--- src/sv/ts_description_section_parser_core_assert.svh ---
// Assertion macros shared by the section parser RTL.
// Included by files that carry concurrent checks; no other dependencies.
`ifndef TS_DESCRIPTION_SECTION_PARSER_CORE_ASSERT_SVH
`define TS_DESCRIPTION_SECTION_PARSER_CORE_ASSERT_SVH
`ifndef SYNTHESIS
`define TSD_ASSERT_IMP(label, clk, rstn, ante, cons) \
    label: assert property (@(posedge clk) disable iff (!rstn) (ante) |-> (cons)) \
        else $error("assertion failed");
`define TSD_ASSERT_NXT(label, clk, rstn, ante, cons) \
    label: assert property (@(posedge clk) disable iff (!rstn) (ante) |=> (cons)) \
        else $error("assertion failed");
`else
`define TSD_ASSERT_IMP(label, clk, rstn, ante, cons)
`define TSD_ASSERT_NXT(label, clk, rstn, ante, cons)
`endif
`endif

--- src/sv/tsdsp_pkg.sv ---
// Shared types, constants and the CRC step for the section parser.
// No dependencies.
`timescale 1ns / 1ps
package tsdsp_pkg;
    localparam int MaxDesc = 32;
    localparam int IdxW = $clog2(MaxDesc);
    localparam int CntW = $clog2(MaxDesc + 1);
    localparam logic [31:0] CrcPoly = 32'h04C11DB7;
    localparam logic [12:0] PosMax = 13'd8191;

    typedef enum logic [1:0] {
        ST_OK = 2'd0, ST_CRC = 2'd1, ST_SHORT = 2'd2, ST_OVF = 2'd3
    } status_t;

    typedef enum logic [1:0] {
        PH_TAG = 2'd0, PH_LEN = 2'd1, PH_SKIP = 2'd2
    } phase_t;

    // Controller to datapath.
    typedef struct packed {
        logic take_byte;
        logic load_out;
        logic out_desc;
        logic out_last;
        logic clear;
        logic [IdxW-1:0] rd_idx;
        logic rd_en;
    } cmd_t;

    // Datapath to controller.
    typedef struct packed {
        logic pass;
        logic [CntW-1:0] count;
    } stat_t;

    function automatic logic [31:0] crc_byte(input logic [31:0] crc, input logic [7:0] b);
        logic [31:0] c;
        c = crc ^ {b, 24'd0};
        for (int i = 0; i < 8; i++) begin
            c = c[31] ? ((c << 1) ^ CrcPoly) : (c << 1);
        end
        return c;
    endfunction
endpackage

--- src/sv/tsdsp_ram.sv ---
// Generic single-port-write, registered-read RAM.
// No dependencies.
`timescale 1ns / 1ps
module tsdsp_ram #(
    parameter int Width = 8,
    parameter int Depth = 16
) (
    input  logic                     aclk,
    input  logic                     we,
    input  logic [$clog2(Depth)-1:0] waddr,
    input  logic [Width-1:0]         wdata,
    input  logic                     re,
    input  logic [$clog2(Depth)-1:0] raddr,
    output logic [Width-1:0]         rdata
);
    logic [Width-1:0] mem [Depth];
    always_ff @(posedge aclk) begin
        if (we) mem[waddr] <= wdata;
        if (re) rdata <= mem[raddr];
    end
endmodule

--- src/sv/tsdsp_datapath.sv ---
// Datapath: CRC, header store, descriptor walker, table and output register.
// Depends on tsdsp_pkg and tsdsp_ram.
`timescale 1ns / 1ps
`include "ts_description_section_parser_core_assert.svh"
module tsdsp_datapath (
    input  logic               aclk,
    input  logic               aresetn,
    input  logic [12:0]        min_bytes,
    input  logic [7:0]         byte_in,
    input  tsdsp_pkg::cmd_t    cmd,
    output tsdsp_pkg::stat_t   stat,
    output logic [95:0]        rec_data
);
    localparam int IW = tsdsp_pkg::IdxW;
    localparam int CW = tsdsp_pkg::CntW;

    logic [12:0] pos_reg, pos_next;
    logic [31:0] crc_reg, crc_next, tail_reg, tail_next;
    logic [63:0] hdr_reg, hdr_next;
    tsdsp_pkg::phase_t ph_reg, ph_next;
    logic [8:0]  skip_reg, skip_next;
    logic [CW-1:0] cnt_reg, cnt_next;
    logic ovf_reg, ovf_next;
    logic [95:0] rec_reg, rec_next;

    // Section state after the current byte, before any end-of-section clear.
    logic [31:0] crc_upd, tail_upd;
    logic [63:0] hdr_upd;
    logic [CW-1:0] cnt_upd;
    logic ovf_upd;

    // Tag/offset and length are kept in separate RAMs so each write is one word.
    logic tag_we, len_we;
    logic [IW-1:0] tag_a, len_a;
    logic [19:0] tag_q;
    logic [7:0]  len_q;
    logic [7:0]  len_wd;

    // A tag clears its length entry; the length byte itself fills it later.
    assign len_wd = (ph_reg == tsdsp_pkg::PH_LEN) ? byte_in : 8'd0;

    tsdsp_ram #(.Width(20), .Depth(tsdsp_pkg::MaxDesc)) u_tag (
        .aclk, .we(tag_we), .waddr(tag_a), .wdata({byte_in, pos_reg[11:0]}),
        .re(cmd.rd_en), .raddr(cmd.rd_idx), .rdata(tag_q));
    tsdsp_ram #(.Width(8), .Depth(tsdsp_pkg::MaxDesc)) u_len (
        .aclk, .we(len_we), .waddr(len_a), .wdata(len_wd),
        .re(cmd.rd_en), .raddr(cmd.rd_idx), .rdata(len_q));

    logic [11:0] sl;
    logic in_loop;
    logic [13:0] total;
    logic [1:0]  st_c;
    logic        pass_c;
    assign sl = {hdr_reg[51:48], hdr_reg[47:40]};
    assign in_loop = (pos_reg >= 13'd8) && ({1'b0, pos_reg} + 14'd1 < {2'b0, sl});
    assign total = (pos_reg < tsdsp_pkg::PosMax) ? {1'b0, pos_reg} + 14'd1
                                                 : {1'b0, tsdsp_pkg::PosMax};

    always_comb begin
        pos_next = pos_reg; crc_next = crc_reg; tail_next = tail_reg; hdr_next = hdr_reg;
        ph_next = ph_reg; skip_next = skip_reg; cnt_next = cnt_reg; ovf_next = ovf_reg;
        tag_we = 1'b0; len_we = 1'b0;
        tag_a = cnt_reg[IW-1:0];
        len_a = IW'(cnt_reg - CW'(1));
        if (cmd.take_byte) begin
            if (pos_reg >= 13'd4) crc_next = tsdsp_pkg::crc_byte(crc_reg, tail_reg[31:24]);
            tail_next = {tail_reg[23:0], byte_in};
            if (pos_reg < 13'd8)
                hdr_next[8*(7-pos_reg[2:0]) +: 8] = byte_in;
            if (in_loop) begin
                unique case (ph_reg)
                    tsdsp_pkg::PH_LEN: begin
                        len_we = !ovf_reg && cnt_reg != '0;
                        skip_next = {1'b0, byte_in};
                        ph_next = (byte_in == 8'd0) ? tsdsp_pkg::PH_TAG : tsdsp_pkg::PH_SKIP;
                    end
                    tsdsp_pkg::PH_SKIP: begin
                        if (skip_reg <= 9'd1) ph_next = tsdsp_pkg::PH_TAG;
                        if (skip_reg != 9'd0) skip_next = skip_reg - 9'd1;
                    end
                    default: begin
                        if (cnt_reg < CW'(tsdsp_pkg::MaxDesc)) begin
                            tag_we = 1'b1;
                            // Length stays 0 unless its byte arrives.
                            len_we = 1'b1; len_a = cnt_reg[IW-1:0];
                            cnt_next = cnt_reg + CW'(1);
                        end else ovf_next = 1'b1;
                        ph_next = tsdsp_pkg::PH_LEN;
                    end
                endcase
            end
            pos_next = total[12:0];
        end
        crc_upd = crc_next; tail_upd = tail_next; hdr_upd = hdr_next;
        cnt_upd = cnt_next; ovf_upd = ovf_next;
        if (cmd.clear) begin
            pos_next = '0; crc_next = '1; tail_next = '0; hdr_next = '0;
            ph_next = tsdsp_pkg::PH_TAG; skip_next = '0; cnt_next = '0; ovf_next = 1'b0;
        end
    end

    always_comb begin
        if (total < 14'd4 || total < {1'b0, min_bytes}) st_c = tsdsp_pkg::ST_SHORT;
        else if (crc_upd != tail_upd) st_c = tsdsp_pkg::ST_CRC;
        else if (ovf_upd) st_c = tsdsp_pkg::ST_OVF;
        else st_c = tsdsp_pkg::ST_OK;
    end
    assign pass_c = (st_c == tsdsp_pkg::ST_OK) || (st_c == tsdsp_pkg::ST_OVF);

    // Summary fields come from the state as updated by the last byte.
    always_comb begin
        rec_next = rec_reg;
        if (cmd.load_out && !cmd.out_desc) begin
            rec_next = '0;
            rec_next[2:1] = st_c;
            if (pass_c) begin
                rec_next[10:3]  = hdr_upd[63:56];
                rec_next[14:11] = hdr_upd[55:52];
                rec_next[26:15] = {hdr_upd[51:48], hdr_upd[47:40]};
                rec_next[44:27] = {hdr_upd[39:32], hdr_upd[31:24], hdr_upd[23:22]};
                rec_next[49:45] = hdr_upd[21:17];
                rec_next[50]    = hdr_upd[16];
                rec_next[58:51] = hdr_upd[15:8];
                rec_next[66:59] = hdr_upd[7:0];
                rec_next[94:67] = 28'(cnt_upd);
            end
            rec_next[95] = !pass_c || cnt_upd == '0;
        end else if (cmd.load_out) begin
            rec_next = '0;
            rec_next[0] = 1'b1;
            rec_next[94:67] = {tag_q[19:12], len_q, tag_q[11:0]};
            rec_next[95] = cmd.out_last;
        end
    end
    assign rec_data = rec_reg;

    assign stat.pass  = pass_c;
    assign stat.count = cnt_upd;

    always_ff @(posedge aclk) begin
        if (!aresetn) begin
            pos_reg <= '0; crc_reg <= '1; tail_reg <= '0; hdr_reg <= '0;
            ph_reg <= tsdsp_pkg::PH_TAG; skip_reg <= '0; cnt_reg <= '0; ovf_reg <= 1'b0;
        end else begin
            pos_reg <= pos_next; crc_reg <= crc_next; tail_reg <= tail_next;
            hdr_reg <= hdr_next; ph_reg <= ph_next; skip_reg <= skip_next;
            cnt_reg <= cnt_next; ovf_reg <= ovf_next;
        end
        rec_reg <= rec_next;
    end

    `TSD_ASSERT_IMP(a_cnt_max, aclk, aresetn, 1'b1, cnt_reg <= CW'(tsdsp_pkg::MaxDesc))
    `TSD_ASSERT_IMP(a_ovf_full, aclk, aresetn, ovf_reg, cnt_reg == CW'(tsdsp_pkg::MaxDesc))
    `TSD_ASSERT_NXT(a_clear, aclk, aresetn, cmd.clear, pos_reg == '0 && cnt_reg == '0)
    `TSD_ASSERT_IMP(a_skip_phase, aclk, aresetn, ph_reg == tsdsp_pkg::PH_SKIP,
                    skip_reg != 9'd0)
endmodule

--- src/sv/tsdsp_ctrl.sv ---
// Controller: accepts bytes, then sequences the summary and descriptor records.
// Depends on tsdsp_pkg.
`timescale 1ns / 1ps
`include "ts_description_section_parser_core_assert.svh"
module tsdsp_ctrl (
    input  logic             aclk,
    input  logic             aresetn,
    input  logic             s_tvalid,
    output logic             s_tready,
    input  logic             s_tlast,
    output logic             m_tvalid,
    input  logic             m_tready,
    output logic             cfg_ready,
    input  tsdsp_pkg::stat_t stat,
    output tsdsp_pkg::cmd_t  cmd
);
    typedef enum logic [3:0] {
        S_IN = 4'b0001, S_SUM = 4'b0010, S_RD = 4'b0100, S_DESC = 4'b1000
    } state_t;

    localparam int IW = tsdsp_pkg::IdxW;
    localparam int CW = tsdsp_pkg::CntW;

    state_t st_reg, st_next;
    logic [CW-1:0] idx_reg, idx_next, n_reg, n_next;
    logic mv_reg, mv_next;

    logic acc, oacc;
    assign acc  = s_tvalid && s_tready;
    assign oacc = m_tvalid && m_tready;
    assign s_tready = (st_reg == S_IN) && !mv_reg;
    assign m_tvalid = mv_reg;
    assign cfg_ready = (st_reg == S_IN) && !mv_reg;

    always_comb begin
        st_next = st_reg; idx_next = idx_reg; n_next = n_reg; mv_next = mv_reg;
        cmd = '0;
        cmd.rd_idx = idx_reg[IW-1:0];
        if (oacc) mv_next = 1'b0;
        unique case (st_reg)
            S_IN: begin
                cmd.take_byte = acc;
                if (acc && s_tlast) begin
                    cmd.load_out = 1'b1;
                    cmd.clear = 1'b1;
                    mv_next = 1'b1;
                    n_next = stat.pass ? stat.count : '0;
                    idx_next = '0;
                    st_next = S_SUM;
                end
            end
            S_SUM: begin
                if (oacc) st_next = (n_reg == '0) ? S_IN : S_RD;
            end
            S_RD: begin
                cmd.rd_en = 1'b1;
                st_next = S_DESC;
            end
            default: begin
                if (!mv_reg) begin
                    cmd.load_out = 1'b1;
                    cmd.out_desc = 1'b1;
                    cmd.out_last = (idx_reg + CW'(1) == n_reg);
                    mv_next = 1'b1;
                    idx_next = idx_reg + CW'(1);
                end else if (oacc) begin
                    st_next = (idx_reg == n_reg) ? S_IN : S_RD;
                end
            end
        endcase
    end

    always_ff @(posedge aclk) begin
        if (!aresetn) begin
            st_reg <= S_IN; idx_reg <= '0; n_reg <= '0; mv_reg <= 1'b0;
        end else begin
            st_reg <= st_next; idx_reg <= idx_next; n_reg <= n_next; mv_reg <= mv_next;
        end
    end

    `TSD_ASSERT_IMP(a_no_in_busy, aclk, aresetn, st_reg != S_IN, !s_tready)
    `TSD_ASSERT_IMP(a_idx_le_n, aclk, aresetn, 1'b1, idx_reg <= n_reg)
    `TSD_ASSERT_NXT(a_last_load, aclk, aresetn, acc && s_tlast, st_reg == S_SUM && mv_reg)
endmodule

--- src/sv/ts_description_section_parser_core.sv ---
// Top level of the section parser: controller plus datapath.
// Depends on tsdsp_pkg, tsdsp_ctrl, tsdsp_datapath, tsdsp_ram.
//
// Channel  Dir  Payload
// s_       in   tdata[7:0] byte_value, tlast last_byte
// m_       out  tdata[93:0] fields, tlast last_record, tuser record_kind
// cfg_     in   cfg_data[12:0] min_section_bytes
//
// One byte per cycle while a section streams in; the CRC and walker update per byte.
// The summary record is valid the cycle after the last byte; each descriptor record
// then goes through a table RAM read, an output load and a valid phase, in which
// any m_tready stall holds every record.
// Input and config are held off until the last record is taken.
// aresetn is synchronous and active low.
`timescale 1ns / 1ps
module ts_description_section_parser_core (
    input  logic        aclk,
    input  logic        aresetn,
    input  logic        s_tvalid,
    output logic        s_tready,
    input  logic [7:0]  s_tdata,   // byte_value
    input  logic        s_tlast,   // last_byte
    output logic        m_tvalid,
    input  logic        m_tready,
    // status[1:0], tbl_id[9:2], header_flags[13:10], sec_len[25:14],
    // reserved_bits[43:26], ver_num[48:44], current_next[49],
    // sec_num[57:50], last_sec_num[65:58], entry_word[93:66]
    output logic [95:0] m_tdata,
    output logic        m_tuser,   // record_kind
    output logic        m_tlast,   // last_record
    input  logic        cfg_valid,
    output logic        cfg_ready,
    input  logic [12:0] cfg_data
);
    tsdsp_pkg::cmd_t  cmd;
    tsdsp_pkg::stat_t stat;
    logic [95:0] rec;
    logic [12:0] min_reg;

    always_ff @(posedge aclk) begin
        if (!aresetn) min_reg <= 13'd12;
        else if (cfg_valid && cfg_ready) min_reg <= cfg_data;
    end

    tsdsp_ctrl u_ctrl (
        .aclk, .aresetn, .s_tvalid, .s_tready, .s_tlast, .m_tvalid, .m_tready,
        .cfg_ready, .stat, .cmd);

    tsdsp_datapath u_dp (
        .aclk, .aresetn, .min_bytes(min_reg), .byte_in(s_tdata), .cmd, .stat,
        .rec_data(rec));

    assign m_tuser = rec[0];
    assign m_tlast = rec[95];
    assign m_tdata = {2'b00, rec[94:1]};
endmodule
--- config.mk ---
export PLATFORM = sky130hd
export DESIGN_NAME = ts_description_section_parser_core
export DESIGN_NICKNAME = d
export VERILOG_FILES = /design/src/sv/tsdsp_pkg.sv /design/src/sv/tsdsp_ram.sv /design/src/sv/tsdsp_datapath.sv /design/src/sv/tsdsp_ctrl.sv /design/src/sv/ts_description_section_parser_core.sv
export VERILOG_INCLUDE_DIRS = /design/src /design/src/sv
export SDC_FILE = /design/constraint.sdc
export NUM_CORES = 1
export LEC_CHECK = 0
export ABC_AREA = 1
export BUFFER_PORTS_ARGS = -buffer_cell sky130_fd_sc_hd__buf_2
export CAP_MARGIN = 25
export CORE_ASPECT_RATIO = 1.4
export CORE_MARGIN = 5
export CORE_UTILIZATION = 40
export DETAILED_ROUTE_END_ITERATION = 12
export HOLD_SLACK_MARGIN = 0.02
export PLACE_DENSITY = 0.56
export SLEW_MARGIN = 40
export SYNTH_ARGS = -nofsm -noshare
export SYNTH_HDL_FRONTEND = slang
export SYNTH_HIERARCHICAL = 1
export SYNTH_SLANG_ARGS = --single-unit
--- constraint.sdc ---
create_clock -name aclk -period 5.2 [get_ports aclk]
set_input_delay 0.26 -clock aclk [delete_from_list [all_inputs] [get_ports aclk]]
set_output_delay 0.26 -clock aclk [all_outputs]
set_load 0.005 [all_outputs]
## Word level (Yosys, flattened, before mapping)

Memories as Yosys holds them, arrays and structs flattened. A register that Yosys moved wholly into a read port is not among the register bits.
Cells that the tools add are included.
Widths: inputs -> output; s select.

- Flip-flop bits (word level): 285
- RAM bits: 896
- Input port bits: 27
- Output and inout bits: 101
- Logic and storage cells: 166
- Memories kept: 2

Memories:

| memory | words | width | read ports | clocked after Yosys merged registers in | write ports | line | RTL |
|---|---|---|---|---|---|---|---|
| u_dp.u_tag.mem | 32 | 20 | 1 | 1 | 1 | tsdsp_ram.sv:16 | `logic [Width-1:0] mem [Depth];` |
| u_dp.u_len.mem | 32 | 8 | 1 | 1 | 1 | tsdsp_ram.sv:16 |  |

- Add/sub/neg operators: 7
- Magnitude comparators: 9
- Eq/ne operators: 14
- Shifts and indexed selects: 2
- Muxes and demuxes: 72
- Bitwise logic cells: 11
- Reduce and logical (&&, ||, !) cells: 34

Operators with widths:

| cell | number |
|---|---|
| $mux 27 | 8 |
| $mux 96 | 2 |
| $mux 64 | 2 |
| $not 14->14 | 8 |
| $mux 32 | 3 |
| $mux 70 | 1 |
| $bwmux 64 | 1 |
| $shift 8x34->64 const A | 1 |
| $shiftx 8x34->64 | 1 |
| $mux 6 | 7 |
| $neg 32->34 | 1 |
| $ne 32x32->1 | 1 |
| $xor 32x32->32 | 1 |
| $mux 1 | 21 |
| $mux 5 | 4 |
| $pmux 9 s2 | 1 |
| $mux 4 | 4 |
| $add 13x1->14 const B | 1 |
| $lt 14x12->1 | 1 |
| $lt 14x13->1 | 1 |
| $lt 14x3->1 const B | 1 |
| $mux 14 | 1 |
| $ge 13x3->1 const B | 1 |
| $ge 13x4->1 const B | 1 |
| 41 further kinds | 75 |

## Logic depth before layout (Yosys ltp)

- Depth in word-level cells: 27
- Mapped depth: 25
- Depth with buffers taken out: 25

## By module

Netlist, hierarchy kept.

Modules (own cells, without submodules):

| module | instances | cells an instance | area an instance (um^2) | seq. area each (um^2) |
|---|---|---|---|---|
| tsdsp_ram (u_dp.u_tag) | 1 | 2230 | 26719.4 | 19819.0 |
| tsdsp_datapath | 1 | 1824 | 13437.9 | 6055.8 |
| tsdsp_ram (u_dp.u_len) | 1 | 922 | 10866.7 | 7927.6 |
| tsdsp_ctrl | 1 | 207 | 1268.7 | 340.3 |
| ts_description_section_parser_core | 1 | 81 | 543.0 | 260.2 |

## Worst setup path before layout

OpenSTA, ideal clock, no wires.

- Path type: register -> register
- Start point: register u_dp.pos_reg[0]
- End point: memory u_dp.u_tag.mem[31][0] (enable)
- Library setup time: 397 ps
- Arrival: 4395 ps
- Required time: 4803 ps
- Slack: 409 ps
- Stages on the path, launching flop included: 21
- Path buffers: 1
- Clock period less this slack: 4791 ps
- Cells stage by stage: dfxtp_1 > buf_2 > inv_1 > nor2_2 > nand3_1 > nor2_1 > nand2_1 > xor2_1 > inv_1 > ha_1 > nand2_1 > nor2_1 > a211oi_1 > nand2_1 > nand3_1 > nand2_1 > nor2_2 > nand2_2 > inv_1 > nand3_1 > nor2_1

- Word-level cells in the longest chain between the ends: 7
- Elaborated cells between the ends (all ways): 8
- Classes of those cells: add/sub: 1; order compare: 2; mux: 4; reduce/logical: 1

RTL lines:

| element | line | RTL |
|---|---|---|
| start: declaration | tsdsp_datapath.sv:17 | `logic [12:0] pos_reg, pos_next;` |
| start signal: assignment | tsdsp_datapath.sv:145 | `pos_reg <= pos_next; crc_reg <= crc_next; tail_reg <= tail_next;` |
| $add 13x1->14 | tsdsp_datapath.sv:55 | `assign in_loop = (pos_reg >= 13'd8) && ({1'b0, pos_reg} + 14'd1 < {2'b0, sl});` |
| $lt 14x12->1 | tsdsp_datapath.sv:55 |  |
| $logic_and 1x1->1 (*) | tsdsp_datapath.sv:55 |  |
| $mux 1 (*) | tsdsp_datapath.sv:70 | `if (in_loop) begin` |
| $mux 1 (*) | tsdsp_datapath.sv:65 | `if (cmd.take_byte) begin` |
| named net u_dp.tag_we | tsdsp_datapath.sv:33 | `logic tag_we, len_we;` |
| $mux 1 (*) | tsdsp_ram.sv:18 | `if (we) mem[waddr] <= wdata;` |
| $mux 1 (not written as such) (*) | tsdsp_ram.sv:18 |  |
| end: declaration | tsdsp_ram.sv:16 |  |

Mark *: on every way through the listed nets, which the timed path passes. The rest lies on a longest branch.

## Final worst setup path

- Start point: register u_dp.pos_reg[1]
- End point: memory u_dp.u_len.mem[44][5], in the netlist u_dp/u_len/mem[11][5] (enable)

- Elaborated cells between the ends (all ways): 10
- Classes of those cells: add/sub: 1; order compare: 2; mux: 6; reduce/logical: 1

RTL lines:

| element | line | RTL |
|---|---|---|
| $add 13x1->14 | tsdsp_datapath.sv:55 |  |
| $lt 14x12->1 | tsdsp_datapath.sv:55 |  |
| $logic_and 1x1->1 (*) | tsdsp_datapath.sv:55 |  |
| $mux 5 (*) | tsdsp_datapath.sv:70 |  |
| $mux 5 (*) | tsdsp_datapath.sv:65 |  |
| named net u_dp.len_a[4] | tsdsp_datapath.sv:34 | `logic [IW-1:0] tag_a, len_a;` |
| end: declaration | tsdsp_ram.sv:16 |  |

Marks and branches as above.

==> reports/qor.yml <==
power.total_uw: 31400
numCtsBuffers: 118
final_antenna_net_count: 0
p_comb_share_pct: 32.9
overflow: 0
cap_viol_max_count: 0
fin_cells: 7237
layout_common_cells: "nand2_1, edfxtp_1, nand3_1"
crit_top_cell: "nand2_1"
async_reset_ff_share_pct: 0
setup_viol: 0
drive_gt1_share_pct: 10.5
routedWlPerCell_um: 20.3
top_register: "u_dp/u_tag/mem"
synth.ff_latch_count: 1209
ys_seq_area_share_pct: 65.1
dpl.hpwl_mm: 90.1
hold_viol: 0
ir_worst_vdd_v: 0.000304
place_congestion: 0.879
area_growth_pct: 12.1
cp_slowest_cell: "nor2_1"
track_usage_pct: 20.6
cts_tree: "yes"
port-buffer-count: 125
syn_area_mm2: 0.0528
grt_pass1_wl_mm: 219
startpoint_type: "flop"
path_max_fanout: 8
cts.clk_slew.worst_paths_ps: 60
cts.sinks: 1209
drtPass1Iterations: 8
grt_pass1_vias: 35898
crit_family: "simple AND/OR/NAND/NOR gates"
drt_iter0_markers: 2991
ys_warn_count: 6
via_count: 36981
layout_commonest_cell: "nand2_1"
synth_top_flop_cell: "edfxtp_1"
drc: 0
die-area_mm2: 0.140
via_per_inst: 5.11
grt_max_degree: 129
drv_slew: 0
finalCritPeriodShare_pct: 93.9
synth_edf_count: 1019
skew_ps: 43.4
fin_nets: 5441
crit_required_ps: 5540
crit_chain: "nand2_1 > nor2_2 > nand3_1 > nor2_1 > nand2_1 > xor2_1 > inv_1 > ha_1 > nand2_1 > nor2_1 > a211oi_1 > nand2_1 > nand3_1 > nand2_1 > nor2_2 > nand2_2 > inv_1 > nor2_1 > xor2_1 > buf_4 > inv_1 > nand3_1 > nor2_1"
critical_path_class: "reg2reg"
place_area_mm2: 0.0550
worstSetupEndpointType: "flop"
cts.path.max_buffers: 3
synth_cell_types: 54
wirelength_mm: 147
arrival_ps: 5220
power_frac_seq_pct: 39.6
htree_levels: 3
synth.avg_cell_area_um2: 10.0
rows: 157
coreArea_mm2: 0.131
yosys.area.top_type: "edfxtp_1"
initial_utilization_pct: 40.3
synth_top_area_share_pct: 57.9
p_leak_uw: 0.0232
largest_reg_flops: 640
power.density_mw_per_mm2: 531
antenna_found_initial: 10
rsz0062_at_grt: "true"
cts-root-buf: "clkbuf_16"
max_freq_mhz: 205
crit_buf_inv: 4
clock_power_share_pct: 27.5
p_switching_uw: 11700
clk_latency_ps: 730
status: "completed"
post-route-min-period_ps: 4880
place_inst: 6987
netlist_instances: 5264
fin_util_pct: 45.2
worst_pin_slew_ps: 849
fin_area_mm2: 0.0592
synth_area_leaders: "edfxtp_1, nand2_1, nand3_1"
p_int_uw: 19800
critPathMaxStageDelay_ps: 570
chipWidth_um: 317
relSlewSlack_pct: 43.4
fp.dieH_um: 440
hold_slack_ps: 45.0
io_pins: 128
switching_share_pct: 37.1
hp-class: "in2reg"
==> worst paths after layout <==
check | endpoint | depth (start not counted) | slack, ps | startpoint
setup / recovery | u_dp/u_len/mem[11][5] | 23 | 320 | u_dp/pos_reg[1]
hold / removal | min_reg[0] | 3 | 40 | aresetn
setup reg to reg | u_dp/u_len/mem[11][5] | 23 | 320 | u_dp/pos_reg[1]
hold reg to reg | min_reg[3] | 2 | 470 | min_reg[3]
==> metal layers <==
metal	GRT usage (%)	wire [um]	vias to the layer above	part of all wire, %
met5	0	10	-	0.0068
met4	8.04	5700	2	3.9
met3	2.42	7380	229	5.0
met2	36.7	75000	1062	51
met1	25.6	58800	17847	40
li1	-	-	17841	-
==> power groups by stage <==
| stage | combinational, uW | clock [uW] | sequential (uW) |
|---|---|---|---|
| global placement | 10200 | 0 | 12600 |
| global route | 11600 | 9210 | 12500 |
| detailed placement | 10400 | 0 | 12600 |
| CTS | 10400 | 8840 | 12400 |
| floorplan | 6910 | 0 | 12600 |
| finish | 10400 | 8640 | 12400 |
==> through the flow <==
step	TNS, ps	setup slack [ps]
finish	0	319
floorplan	0	409
detailed placement	0	352
global route	-3840	-111
global placement	0	404
CTS	0	362
==> worst min-delay path: cells and delay by family <==
kind	cells	cell delay, ps
AND/OR/NAND/NOR	2	170
buffers and inverters	1	290
==> layout make-up <==
class,instances,area [um2]
diodes,5,12.5
clock buffers,159,3280
inverters,346,1320
multi-input cells,3454,15600
repair buffers,252,1790
flip-flops and latches,1209,34400
clock inverters,63,624
well taps,1749,2190
fillers,12320,71800
==> logic make-up after synthesis <==
group                    after synthesis  synth area share [%]
AO/OA/AOI/OAI                        196                  2.03
XOR/XNOR                              20                 0.332
adder cells (fa/ha/maj)               33                 0.781
buffers and inverters                602                  5.68
flip-flops                          1209                  65.1
multiplexers                          27                 0.526
other                                  1               0.00710
AND/OR/NAND/NOR                     3176                  25.5
==> repair_timing <==
| action | 4_1_cts | 5_1_grt |
|---|---|---|
| endpoints found under the hold margin | 24 | 0 |
| hold buffers | 23 | 0 |
| endpoints found under the setup margin | 0 | 114 |
| setup buffers | 0 | 0 |
| gates resized for setup | 0 | 10 |
==> cell usage after synthesis, types with 2 or more instances <==
master       n
nor4_1       6
edfxtp_1  1019
clkbuf_1    62
buf_4       40
nor2_4      23
o21ai_2      2
nor3_1      13
buf_1       10
mux2i_1     21
ha_1        33
xnor2_1      3
or2_2        3
o21ai_1      7
buf_2       81
inv_1      328
inv_2       16
nand3_1    838
a21oi_2      3
a31oi_1      2
a21oi_1     49
a211oi_1     6
nand2_1   1881
buf_6       58
o21a_1       4
nor2_2      49
nand2_2     15
nor2_1     320
mux2_2       6
xor2_1      17
buf_8        4
o21ai_0    112
dfxtp_1    190
nand4_1     12
nand3b_1     6
o211ai_1     4
nand2_4      3
Note: power is estimated with default switching activity, not from simulation.
